--- src/rtl/core/bmesh_pkg.sv ---
// ----------------------------------------------------------------------------
// bmesh_pkg
// Types and constants shared by the box mesh triangle index generator.
// ----------------------------------------------------------------------------
package bmesh_pkg;

  localparam int MAX_VERTS = 256;
  localparam int VERT_W    = 9;    // vertex count register width
  localparam int CELL_W    = 8;    // cell coordinate width
  localparam int IDX_W     = 19;   // vertex index width, indices wrap mod 2^19
  localparam int PROD_W    = CELL_W + VERT_W;

  // face pair codes
  localparam logic [1:0] FACE_Z = 2'd0;
  localparam logic [1:0] FACE_Y = 2'd1;
  localparam logic [1:0] FACE_X = 2'd2;

  // configuration register indexes
  localparam logic [1:0] REG_VERTS_X = 2'd0;
  localparam logic [1:0] REG_VERTS_Y = 2'd1;
  localparam logic [1:0] REG_VERTS_Z = 2'd2;

  typedef struct packed {
    logic [1:0]        req_type;
    logic [CELL_W-1:0] cell_u;
    logic [CELL_W-1:0] cell_v;
  } item_t;

  typedef struct packed {
    logic [IDX_W-1:0] corner_a;
    logic [IDX_W-1:0] corner_b;
    logic [IDX_W-1:0] corner_c;
    logic             bad_cell;
    logic             last_tri;
  } triangle_t;

  typedef struct packed {
    logic [IDX_W-1:0] a;
    logic [IDX_W-1:0] b;
    logic [IDX_W-1:0] c;
  } corners_t;

endpackage

--- src/rtl/core/box_mesh_triangle_index_generator.sv ---
// ----------------------------------------------------------------------------
// box_mesh_triangle_index_generator
// Each item names a face pair (Z, Y or X) and one grid cell; the block returns
// the vertex indices of four triangles, two on the minus face and then two on
// the plus face, with border cells stitched to vertices of neighboring faces.
// A cell outside the configured grid, or an unused face code, returns a single
// result with bad_cell set and all corners zero. Vertex counts per axis are
// written through the cfg port (values clamp to 2..MAX_VERTS); the user must
// write them only while the block is idle, which the block does not enforce.
// Items pass an input register, a multiply stage and a triangle buffer. The
// buffer drains one triangle per cycle while triangle_stall is low and takes
// the next item as its last triangle is taken, so a stream of good cells is
// paced by the result channel; a bad cell returns only one triangle.
// ----------------------------------------------------------------------------
module box_mesh_triangle_index_generator
  import bmesh_pkg::*;
(
  input  logic              clk,
  input  logic              rst,
  input  logic              item_valid,
  output logic              item_stall,
  input  item_t             item,
  output logic              triangle_valid,
  input  logic              triangle_stall,
  output triangle_t         triangle,
  input  logic              cfg_we,
  input  logic [1:0]        cfg_index,
  input  logic [VERT_W-1:0] cfg_data
);

  function automatic logic [VERT_W-1:0] clamp_verts(input logic [VERT_W-1:0] val);
    logic [VERT_W-1:0] res;
    res = val;
    if (val < VERT_W'(2)) res = VERT_W'(2);
    if (val > VERT_W'(MAX_VERTS)) res = VERT_W'(MAX_VERTS);
    return res;
  endfunction

  // configuration
  logic [VERT_W-1:0] verts_x, verts_y, verts_z;
  logic [IDX_W-1:0]  base_r;    // 2*vx*vy: first Y-row vertex
  logic [IDX_W-1:0]  base2_r;   // 2*vx*(vy+vz-2): first X-row vertex
  logic [IDX_W-1:0]  zplus_r;   // 2*vy*(vx-1): far Z-plane column offset

  logic [VERT_W:0] yz_sum;
  assign yz_sum = {1'b0, verts_y} + {1'b0, verts_z} - (VERT_W+1)'(2);

  always_ff @(posedge clk) begin
    if (rst) begin
      verts_x <= VERT_W'(2);
      verts_y <= VERT_W'(2);
      verts_z <= VERT_W'(2);
    end else if (cfg_we) begin
      case (cfg_index)
        REG_VERTS_X: verts_x <= clamp_verts(cfg_data);
        REG_VERTS_Y: verts_y <= clamp_verts(cfg_data);
        REG_VERTS_Z: verts_z <= clamp_verts(cfg_data);
        default: ;
      endcase
    end
    base_r  <= IDX_W'({(2*VERT_W+1)'(verts_x) * (2*VERT_W+1)'(verts_y), 1'b0});
    base2_r <= IDX_W'({(2*VERT_W+1)'(verts_x) * (2*VERT_W+1)'(yz_sum), 1'b0});
    zplus_r <= IDX_W'({(2*VERT_W+1)'(verts_y) *
                       (2*VERT_W+1)'(verts_x - VERT_W'(1)), 1'b0});
  end

  // pipeline control
  logic s1_valid, s2_valid, s3_valid;
  logic s2_load, s3_load, s3_done, out_xfer;
  logic [1:0] cnt;
  logic       s3_bad;
  corners_t   tris [4];

  assign out_xfer = s3_valid && !triangle_stall;
  assign s3_done  = out_xfer && triangle.last_tri;
  assign s3_load  = s2_valid && (!s3_valid || s3_done);
  assign s2_load  = s1_valid && (!s2_valid || s3_load);
  assign item_stall = s1_valid && !s2_load;

  // stage 1: input register
  item_t s1;

  always_ff @(posedge clk) begin
    if (rst) begin
      s1_valid <= 1'b0;
    end else if (!item_stall) begin
      s1_valid <= item_valid;
    end
    if (item_valid && !item_stall) s1 <= item;
  end

  // stage 1 -> 2: range checks, border flags, products
  logic [VERT_W-1:0] vxm2, vym2, vzm2, u9, v9;
  logic [CELL_W-1:0] mul_a;
  logic [VERT_W-1:0] mul_b;
  logic              bad_next;

  assign vxm2 = verts_x - VERT_W'(2);
  assign vym2 = verts_y - VERT_W'(2);
  assign vzm2 = verts_z - VERT_W'(2);
  assign u9   = {1'b0, s1.cell_u};
  assign v9   = {1'b0, s1.cell_v};
  assign mul_a = (s1.req_type == FACE_Y) ? s1.cell_v : s1.cell_u;
  assign mul_b = (s1.req_type == FACE_X) ? vym2 : verts_y;

  always_comb begin
    unique case (s1.req_type)
      FACE_Z:  bad_next = (u9 > vxm2) || (v9 > vym2);
      FACE_Y:  bad_next = (u9 > vzm2) || (v9 > vxm2);
      FACE_X:  bad_next = (u9 > vzm2) || (v9 > vym2);
      default: bad_next = 1'b1;
    endcase
  end

  logic [1:0]        s2_face;
  logic [CELL_W-1:0] s2_v;
  logic              s2_bad, s2_zf, s2_zl, s2_yf, s2_yl;
  logic [PROD_W-1:0] s2_m1, s2_m2;

  always_ff @(posedge clk) begin
    if (rst) begin
      s2_valid <= 1'b0;
    end else if (!s2_valid || s3_load) begin
      s2_valid <= s1_valid;
    end
    if (s2_load) begin
      s2_face <= s1.req_type;
      s2_v    <= s1.cell_v;
      s2_bad  <= bad_next;
      s2_zf   <= (s1.cell_u == '0);
      s2_zl   <= (u9 == vzm2);
      s2_yf   <= (s1.cell_v == '0);
      s2_yl   <= (v9 == vym2);
      s2_m1   <= PROD_W'(s1.cell_u) * PROD_W'(verts_x);
      s2_m2   <= PROD_W'(mul_a) * PROD_W'(mul_b);
    end
  end

  // stage 2 -> 3: corner indices
  logic [IDX_W-1:0] vx2, vy2, vv2, mm1, mm2;
  logic [IDX_W-1:0] g_tl, g_tr, g_bl, g_br, rt, rb, xo;
  logic [IDX_W-1:0] tlm, trm, blm, brm, tlp, trp, blp, brp;
  corners_t         tris_next [4];

  assign vx2 = IDX_W'({verts_x, 1'b0});
  assign vy2 = IDX_W'({verts_y, 1'b0});
  assign vv2 = IDX_W'({s2_v, 1'b0});
  assign mm1 = IDX_W'({s2_m1, 1'b0});
  assign mm2 = IDX_W'({s2_m2, 1'b0});
  assign rt  = base_r + mm1;
  assign rb  = rt - vx2;
  assign xo  = vx2 - IDX_W'(2);

  always_comb begin
    g_tl = '0; g_tr = '0; g_bl = '0; g_br = '0;
    tlm = '0; trm = '0; blm = '0; brm = '0;
    tlp = '0; trp = '0; blp = '0; brp = '0;
    unique case (s2_face)
      FACE_Z: begin
        tlm = vv2 + mm2;
        trm = tlm + IDX_W'(2);
        blm = tlm + vy2;
        brm = blm + IDX_W'(2);
        tlp = tlm + IDX_W'(1);
        trp = trm + IDX_W'(1);
        blp = blm + IDX_W'(1);
        brp = brm + IDX_W'(1);
      end
      FACE_Y: begin
        g_tl = base_r + vv2 + mm1;
        g_tr = g_tl + IDX_W'(2);
        g_bl = g_tl - vx2;
        g_br = g_bl + IDX_W'(2);
        // bottom row joins the minus Z plane, top row the plus Z plane
        tlm = s2_zl ? mm2 + IDX_W'(1)       : g_tl;
        trm = s2_zl ? mm2 + vy2 + IDX_W'(1) : g_tr;
        blm = s2_zf ? mm2                   : g_bl;
        brm = s2_zf ? mm2 + vy2             : g_br;
        tlp = s2_zl ? mm2 + vy2 - IDX_W'(1)       : g_tl + IDX_W'(1);
        trp = s2_zl ? mm2 + vy2 + vy2 - IDX_W'(1) : g_tr + IDX_W'(1);
        blp = s2_zf ? mm2 + vy2 - IDX_W'(2)       : g_bl + IDX_W'(1);
        brp = s2_zf ? mm2 + vy2 + vy2 - IDX_W'(2) : g_br + IDX_W'(1);
      end
      FACE_X: begin
        g_tl = base2_r + vv2 + mm2 - IDX_W'(2);
        g_tr = g_tl + IDX_W'(2);
        g_bl = g_tl - vy2 + IDX_W'(4);
        g_br = g_bl + IDX_W'(2);
        // Z planes win over the Y rows at the corners
        tlm = s2_zl ? vv2 + IDX_W'(1) : (s2_yf ? rt : g_tl);
        trm = s2_zl ? vv2 + IDX_W'(3) : (s2_yl ? rt + IDX_W'(1) : g_tr);
        blm = s2_zf ? vv2             : (s2_yf ? rb : g_bl);
        brm = s2_zf ? vv2 + IDX_W'(2) : (s2_yl ? rb + IDX_W'(1) : g_br);
        tlp = s2_zl ? vv2 + zplus_r + IDX_W'(1)
                    : (s2_yf ? rt + xo : g_tl + IDX_W'(1));
        trp = s2_zl ? vv2 + zplus_r + IDX_W'(3)
                    : (s2_yl ? rt + xo + IDX_W'(1) : g_tr + IDX_W'(1));
        blp = s2_zf ? vv2 + zplus_r
                    : (s2_yf ? rb + xo : g_bl + IDX_W'(1));
        brp = s2_zf ? vv2 + zplus_r + IDX_W'(2)
                    : (s2_yl ? rb + xo + IDX_W'(1) : g_br + IDX_W'(1));
      end
      default: ;
    endcase

    // Y faces wind the other way
    if (s2_bad) begin
      for (int i = 0; i < 4; i++) tris_next[i] = '0;
    end else if (s2_face == FACE_Y) begin
      tris_next[0] = '{a: tlm, b: blm, c: trm};
      tris_next[1] = '{a: trm, b: blm, c: brm};
      tris_next[2] = '{a: trp, b: blp, c: tlp};
      tris_next[3] = '{a: brp, b: blp, c: trp};
    end else begin
      tris_next[0] = '{a: trm, b: blm, c: tlm};
      tris_next[1] = '{a: brm, b: blm, c: trm};
      tris_next[2] = '{a: tlp, b: blp, c: trp};
      tris_next[3] = '{a: trp, b: blp, c: brp};
    end
  end

  // stage 3: triangle buffer, drained one transfer at a time
  always_ff @(posedge clk) begin
    if (rst) begin
      s3_valid <= 1'b0;
      cnt      <= '0;
    end else if (s3_load) begin
      s3_valid <= 1'b1;
      cnt      <= '0;
    end else if (s3_done) begin
      s3_valid <= 1'b0;
      cnt      <= '0;
    end else if (out_xfer) begin
      cnt <= cnt + 2'd1;
    end
    if (s3_load) begin
      s3_bad <= s2_bad;
      for (int i = 0; i < 4; i++) tris[i] <= tris_next[i];
    end
  end

  assign triangle_valid    = s3_valid;
  assign triangle.corner_a = tris[cnt].a;
  assign triangle.corner_b = tris[cnt].b;
  assign triangle.corner_c = tris[cnt].c;
  assign triangle.bad_cell = s3_bad;
  assign triangle.last_tri = s3_bad || (cnt == 2'd3);

  // checks
  assert property (@(posedge clk) disable iff (rst)
    triangle_valid && triangle.bad_cell |->
      triangle.last_tri && triangle.corner_a == '0 &&
      triangle.corner_b == '0 && triangle.corner_c == '0)
    else $error("bad cell result not a single zero triangle");

  assert property (@(posedge clk) disable iff (rst)
    s3_valid && !s3_bad |-> (cnt != 2'd0) || !triangle.last_tri)
    else $error("good cell ended after its first triangle");

  assert property (@(posedge clk) disable iff (rst)
    out_xfer && !triangle.last_tri |=> s3_valid && cnt == $past(cnt) + 2'd1)
    else $error("triangle counter skipped or buffer dropped");

  assert property (@(posedge clk) disable iff (rst)
    s3_valid && triangle_stall |=> s3_valid && $stable(cnt))
    else $error("triangle buffer moved while stalled");

  assert property (@(posedge clk) disable iff (rst)
    s2_valid && !s3_load |=> s2_valid)
    else $error("stage 2 item lost");

endmodule
--- config.mk ---
export PLATFORM = sky130hd
export DESIGN_NAME = box_mesh_triangle_index_generator
export DESIGN_NICKNAME = d
export VERILOG_FILES = /design/src/rtl/core/bmesh_pkg.sv /design/src/rtl/core/box_mesh_triangle_index_generator.sv
export SDC_FILE = /design/constraint.sdc
export NUM_CORES = 2
export LEC_CHECK = 0
export BUFFER_PORTS_ARGS = -buffer_cell sky130_fd_sc_hd__buf_2
export CAP_MARGIN = 20
export CORE_UTILIZATION = 39
export DETAILED_ROUTE_END_ITERATION = 10
export GPL_TIMING_DRIVEN = 0
export PLACE_DENSITY_LB_ADDON = 0.25
export SLEW_MARGIN = 30
export SYNTH_ARGS = -nofsm -noshare
export SYNTH_HDL_FRONTEND = slang
export SYNTH_SLANG_ARGS = --single-unit
--- constraint.sdc ---
create_clock -name clk -period 12.15 [get_ports clk]
set_input_delay 0.6075 -clock clk [delete_from_list [all_inputs] [get_ports clk]]
set_output_delay 0.6075 -clock clk [all_outputs]
set_load 0.02 [all_outputs]
* Yosys cells after proc, flatten, opt, wreduce, memory -nomap -nowiden
Memories as Yosys holds them, arrays and structs flattened. A register that Yosys moved wholly into a read port is not among the register bits.
Cells that the tools add are included.
** Operators by class
- Add/subtract/negate cells :: 59
- Multiply operators :: 5
- Divide/modulo/power cells :: 0
- Magnitude comparators :: 6
- Eq/ne operators :: 9
- Shifts and indexed selects :: 0
- Multiplexer cells :: 45
- Bitwise logic cells :: 0
- Reduce and logical (&&, ||, !) cells :: 27
** Operators by type and width (number)
- $mux W19 :: 24
- $mux W228 :: 2
- $pmux W19 S3 :: 8
- $add A19 B1 Y19 const B :: 18
- $add A19 B2 Y19 const B :: 8
- $add A19 B18 Y19 :: 3
- $sub A19 B10 Y19 :: 3
- $sub A19 B2 Y19 const B :: 3
- $add A19 B10 Y19 :: 2
- $add A19 B19 Y19 :: 2
- $add A19 B9 Y19 :: 2
- $sub A19 B1 Y19 const B :: 2
- $gt A8 B9 Y1 :: 4
- $mul A8 B9 Y17 :: 2
- $mux W9 :: 3
- $sub A9 B2 Y9 const B :: 3
- $add A9 B2 Y10 const B :: 2
- $add A18 B1 Y19 const B :: 1
- $add A18 B10 Y19 :: 1
- $add A19 B3 Y19 const B :: 1
- $add A9 B18 Y19 :: 1
- $add A9 B19 Y19 :: 1
- $eq A8 B9 Y1 :: 2
- $mul A10 B10 Y18 :: 1
- 24 further kinds :: 52
** Word-level totals
- Register bits after elaboration :: 154
- Bits in latches :: 0
- Bits in writable memories :: 228
- Memory bits (read-only) :: 0
- Input bits :: 34
- Output and inout bits :: 61
- Logic and storage cells :: 175
- Memories kept :: 1
** Memory list
- tris :: depth 4, width 57, read ports 1, clocked after memory_dff 1, wr ports 4, RTL line box_mesh_triangle_index_generator.sv:72 : corners_t tris [4];

* Longest topological paths before layout
- Depth in word-level cells :: 12
- Depth in mapped cells :: 30
- Depth with buffers taken out :: 29

* Least setup slack after synthesis
OpenSTA, ideal clock, no wires.
- Kind :: reg-to-reg
- Start point :: register cnt[0]
- End point :: register s3_bad (enable)
- Library setup time :: 0.762 ns
- Arrival time :: 9.194 ns
- Required time :: 11.388 ns
- Slack :: 2.195 ns
- Cell stages (with the launch flop) :: 5
- Buffers on the path :: 0
- Period minus slack after synthesis :: 9.955 ns
- Cell sequence :: dfxtp_1 ha_1 or2_2 a21boi_0 nor2b_1
** RTL lines
- from (decl) :: RTL line box_mesh_triangle_index_generator.sv:70 : logic [1:0] cnt;
- from (signal assigned) :: RTL line box_mesh_triangle_index_generator.sv:234 : cnt <= cnt + 2'd1;
- to (signal assigned) :: RTL line box_mesh_triangle_index_generator.sv:237 : s3_bad <= s2_bad;
- to (decl) :: RTL line box_mesh_triangle_index_generator.sv:71 : logic s3_bad;

* Worst setup path after layout
- Start point :: register verts_y[1]
- End point :: register base2_r[17]
** On the way
- Word-level cells in the longest chain between the ends :: 3
** Ends and longest elaborated chain
- from (decl) :: RTL line box_mesh_triangle_index_generator.sv:40 : logic [VERT_W-1:0] verts_x, verts_y, verts_z;
- from (signal assigned) :: RTL line box_mesh_triangle_index_generator.sv:56 : REG_VERTS_Y: verts_y <= clamp_verts(cfg_data);
- $add A9 B9 Y10 :: RTL line box_mesh_triangle_index_generator.sv:46 : assign yz_sum = {1'b0, verts_y} + {1'b0, verts_z} - (VERT_W+1)'(2);
- $sub A10 B2 Y10 :: RTL line box_mesh_triangle_index_generator.sv:46
- $mul A9 B10 Y18 :: RTL line box_mesh_triangle_index_generator.sv:62 : base2_r <= IDX_W'({(2*VERT_W+1)'(verts_x) * (2*VERT_W+1)'(yz_sum), 1'b0});
- to (signal assigned) :: RTL line box_mesh_triangle_index_generator.sv:62
- to (decl) :: RTL line box_mesh_triangle_index_generator.sv:42 : logic [IDX_W-1:0] base2_r;
Every way passes these cells.
A chain may end at the register's enable or synchronous reset.

==> results.ini <==
[detailed_routing]
wl_met2_um=103000
viasPerCell=6.049
wl_met1_um=94030
highest_layer=met5
first_iter_violations=4694
wl_met3_um=16290
num_vias=42390
drc=36
wl_per_cell_um=32.98
ant_nets=0
wirelength_um=231100
first_pass_iters=10

[floorplan]
die-area_mm2=0.1171
ioPinCount=95
die_width_um=342.2
initial_utilization_pct=39.41
fp.coreArea_mm2=0.1145
rows=124
die_h_um=342.2

[clock_tree]
hold_buffers=0
cts_max_level=2
cts_setup_buffers=0
cts_resized=0
cts-root-buf=clkbuf_16
cts_inserted_buffers=45
clock_sinks=345
cts.reportedPaths.clkPinSlew_ps=70
clock_latency_ps=660
cts_tree=yes
cts_buffer_depth=3

[place]
routabilityCongestion=1.068
io_buffers=93
dp_cells=6917
dp_hpwl_um=193900
post_dp_cell_area_mm2=0.04838

[cells_and_area]
drive_gt1_share_pct=8.144
stdcell_count=7008
final_nets=6245
fin_area_mm2=0.04991
area_growth_syn_to_layout_pct=10.61

[timing]
max_slew_margin_pct=21.28
fmax_ghz=0.1092
rsz0062_at_grt=false
skew_ps=41.01
worst_pin_slew_ps=1181
min_period_over_period_pct=75.40
slew_viol_final=0
finalHoldViolCount=0
setup-violations-final=0
period_needed_ps=9161

[worst_setup_path]
cp.arrival_ps=9690
max_stage_delay_ps=860
cp.buffers_inverters=4
criticalPathCategory=flip-flop to flip-flop
cp.required_ps=12680
crit_family=adder cells
crit_top_cell=fa_1
slowest_stage=dfxtp_1
rrSetupSlack_ps=2990
end_kind=flip-flop
startpoint_type=flip-flop
critPathMaxFanout=12

[synthesis]
synth-async-reset-ratio_pct=0
syn_inst=5283
syn_avg_cell_area_um2=8.541
yosysSeqAreaShare_pct=21.01
synth_cell_types=114
synth_fp_nets=6076
ys_ff_latch=345
synth_warnings=0
netlist_area_mm2=0.04512
ys.flop_type=edfxtp_1
synth_edf_count=257

[power_and_ir_drop]
p_seq_share_pct=15.1
leakage_nw=21.27
p_clk_share_pct=14.4
worst_ir_drop_vdd_mv=0.2639
intPower_w=0.004284
power.density_mw_per_mm2=191.8
swShare_pct=55.25
pwr-share-comb_pct=70.4
netSwitchingPower_w=0.005290

[global_routing]
antenna_found_initial=12
grt_pass1_wl_um=315800
grt_pass1_vias=40720
overflow=0
grt_usage_pct=38.82
grt_max_degree=26

[outcome]
violations=design-rule violations
status=finished with violations

[worst_hold_path]
hold_path.class=input port to flip-flop

[job]
maxCapViolations=0

## per-layer routing
| layer | track usage, % | vias up |
|---|---|---|
| met5 | 0 | - |
| met2 | 61.59 | 2124 |
| met3 | 5.498 | 566 |
| met1 | 49.34 | 20890 |
| li1 | - | 18810 |
| met4 | 25.29 | 4 |
## placed cells by master, fill, tap and decap left out, types with 30 or more instances in the layout
| master | synthesis | routed |
|---|---|---|
| and2_1 | 114 | 114 |
| a211oi_1 | 49 | 45 |
| o21ai_0 | 188 | 188 |
| fa_1 | 282 | 282 |
| ha_1 | 477 | 477 |
| nor3_1 | 97 | 94 |
| mux4_2 | 38 | 38 |
| clkbuf_16 | 0 | 45 |
| nand3_1 | 99 | 99 |
| a21o_1 | 94 | 94 |
| xnor2_1 | 267 | 250 |
| dfxtp_1 | 88 | 88 |
| a21oi_1 | 381 | 380 |
| nand2_1 | 591 | 591 |
| nand2b_1 | 48 | 48 |
| and3_1 | 32 | 32 |
| clkbuf_1 | 189 | 167 |
| edfxtp_1 | 257 | 257 |
| mux2i_1 | 30 | 30 |
| nor2b_1 | 48 | 47 |
| o211ai_1 | 54 | 54 |
| o21a_1 | 70 | 70 |
| clkbuf_2 | 0 | 34 |
| o21bai_1 | 38 | 38 |
| nor2_1 | 425 | 424 |
| mux2_2 | 32 | 32 |
| buf_2 | 9 | 108 |
| nand4_1 | 40 | 40 |
| a31oi_1 | 62 | 61 |
| inv_1 | 550 | 550 |
| xor2_1 | 125 | 119 |
## metrics by stage
| step | worst slack [ps] | util [%] | total power (W) | hold slack (ps) | setup TNS, ps |
|---|---|---|---|---|---|
| after global placement | -1599 | 41.47 | 0.007870 | 458.3 | -292460 |
| after CTS | 3088 | 43.55 | 0.009274 | 95.83 | 0 |
| after floorplan | 2195 | - | 0.005585 | 424.4 | 0 |
| final | 2989 | 43.59 | 0.009574 | 127.6 | 0 |
| after global routing | 2580 | 43.58 | 0.009974 | 111.7 | 0 |
| after detailed placement | 3172 | 42.25 | 0.007865 | 480.4 | 0 |
## power by group through the flow
stage	registers [W]	clock network [W]	logic [W]
2_1_floorplan	0.00143	0	0.00415
3_3_place_gp	0.00148	0	0.00639
3_5_place_dp	0.00147	0	0.00639
4_1_cts	0.00145	0.00140	0.00643
5_1_grt	0.00145	0.00144	0.00708
6_report	0.00145	0.00138	0.00674
## registers in the layout, indices dropped and copies added (netlist names), 8 cells and up, named ones only
signal   flops
zplus_r     18
base2_r     18
base_r      18
s2_m2       17
verts_y      9
verts_z      9
s2_m1       17
s2_v         8
tris       189
s1          18
verts_x      9
## area by class of cell
class	instances	area, µm²
diodes	7	17.52
flip-flops and latches	345	9479
fillers	11580	64590
inverters	565	2122
clock buffers	58	1185
repair buffers	122	962.2
well taps	1512	1892
plain buffers	228	930.9
multi-input cells	4145	33020
clock inverters	26	306.5
## cells by family (layout without fill, tap and decap cells)
group / Yosys count / after routing / synth area share [%]
adder cells (fa/ha/maj): 759 / 759 / 25.74
XOR/XNOR: 398 / 398 / 7.878
multiplexers: 101 / 101 / 3.386
other: 0 / 7 / 0
AND/OR/NAND/NOR: 1667 / 1667 / 17.42
flip-flops: 345 / 345 / 21.01
AO/OA/AOI/OAI: 1220 / 1220 / 17.92
buffers and inverters: 793 / 999 / 6.655
## cells in the mapped netlist, types with 94 or more instances
cell type | number | area (µm²)
inv_1 | 550 | 2064
nor3_1 | 97 | 485.5
xnor2_1 | 267 | 2338
nand2_1 | 591 | 2218
ha_1 | 477 | 5968
a21oi_1 | 381 | 1907
o21ai_0 | 188 | 940.9
fa_1 | 282 | 5645
edfxtp_1 | 257 | 7717
nor2_1 | 425 | 1595
xor2_1 | 125 | 1095
clkbuf_1 | 189 | 709.4
and2_1 | 114 | 713.2
nand3_1 | 99 | 495.5
a21o_1 | 94 | 705.7
## final timing paths
path                   start     endpoint  cells past startpoint
setup / recovery  verts_y[1]  base2_r[17]                     28
hold / removal       item[2]        s1[2]                      1
setup reg to reg  verts_y[1]  base2_r[17]                     28
hold reg to reg   verts_z[2]   verts_z[2]                      2
(Power assumes the default switching activity.)
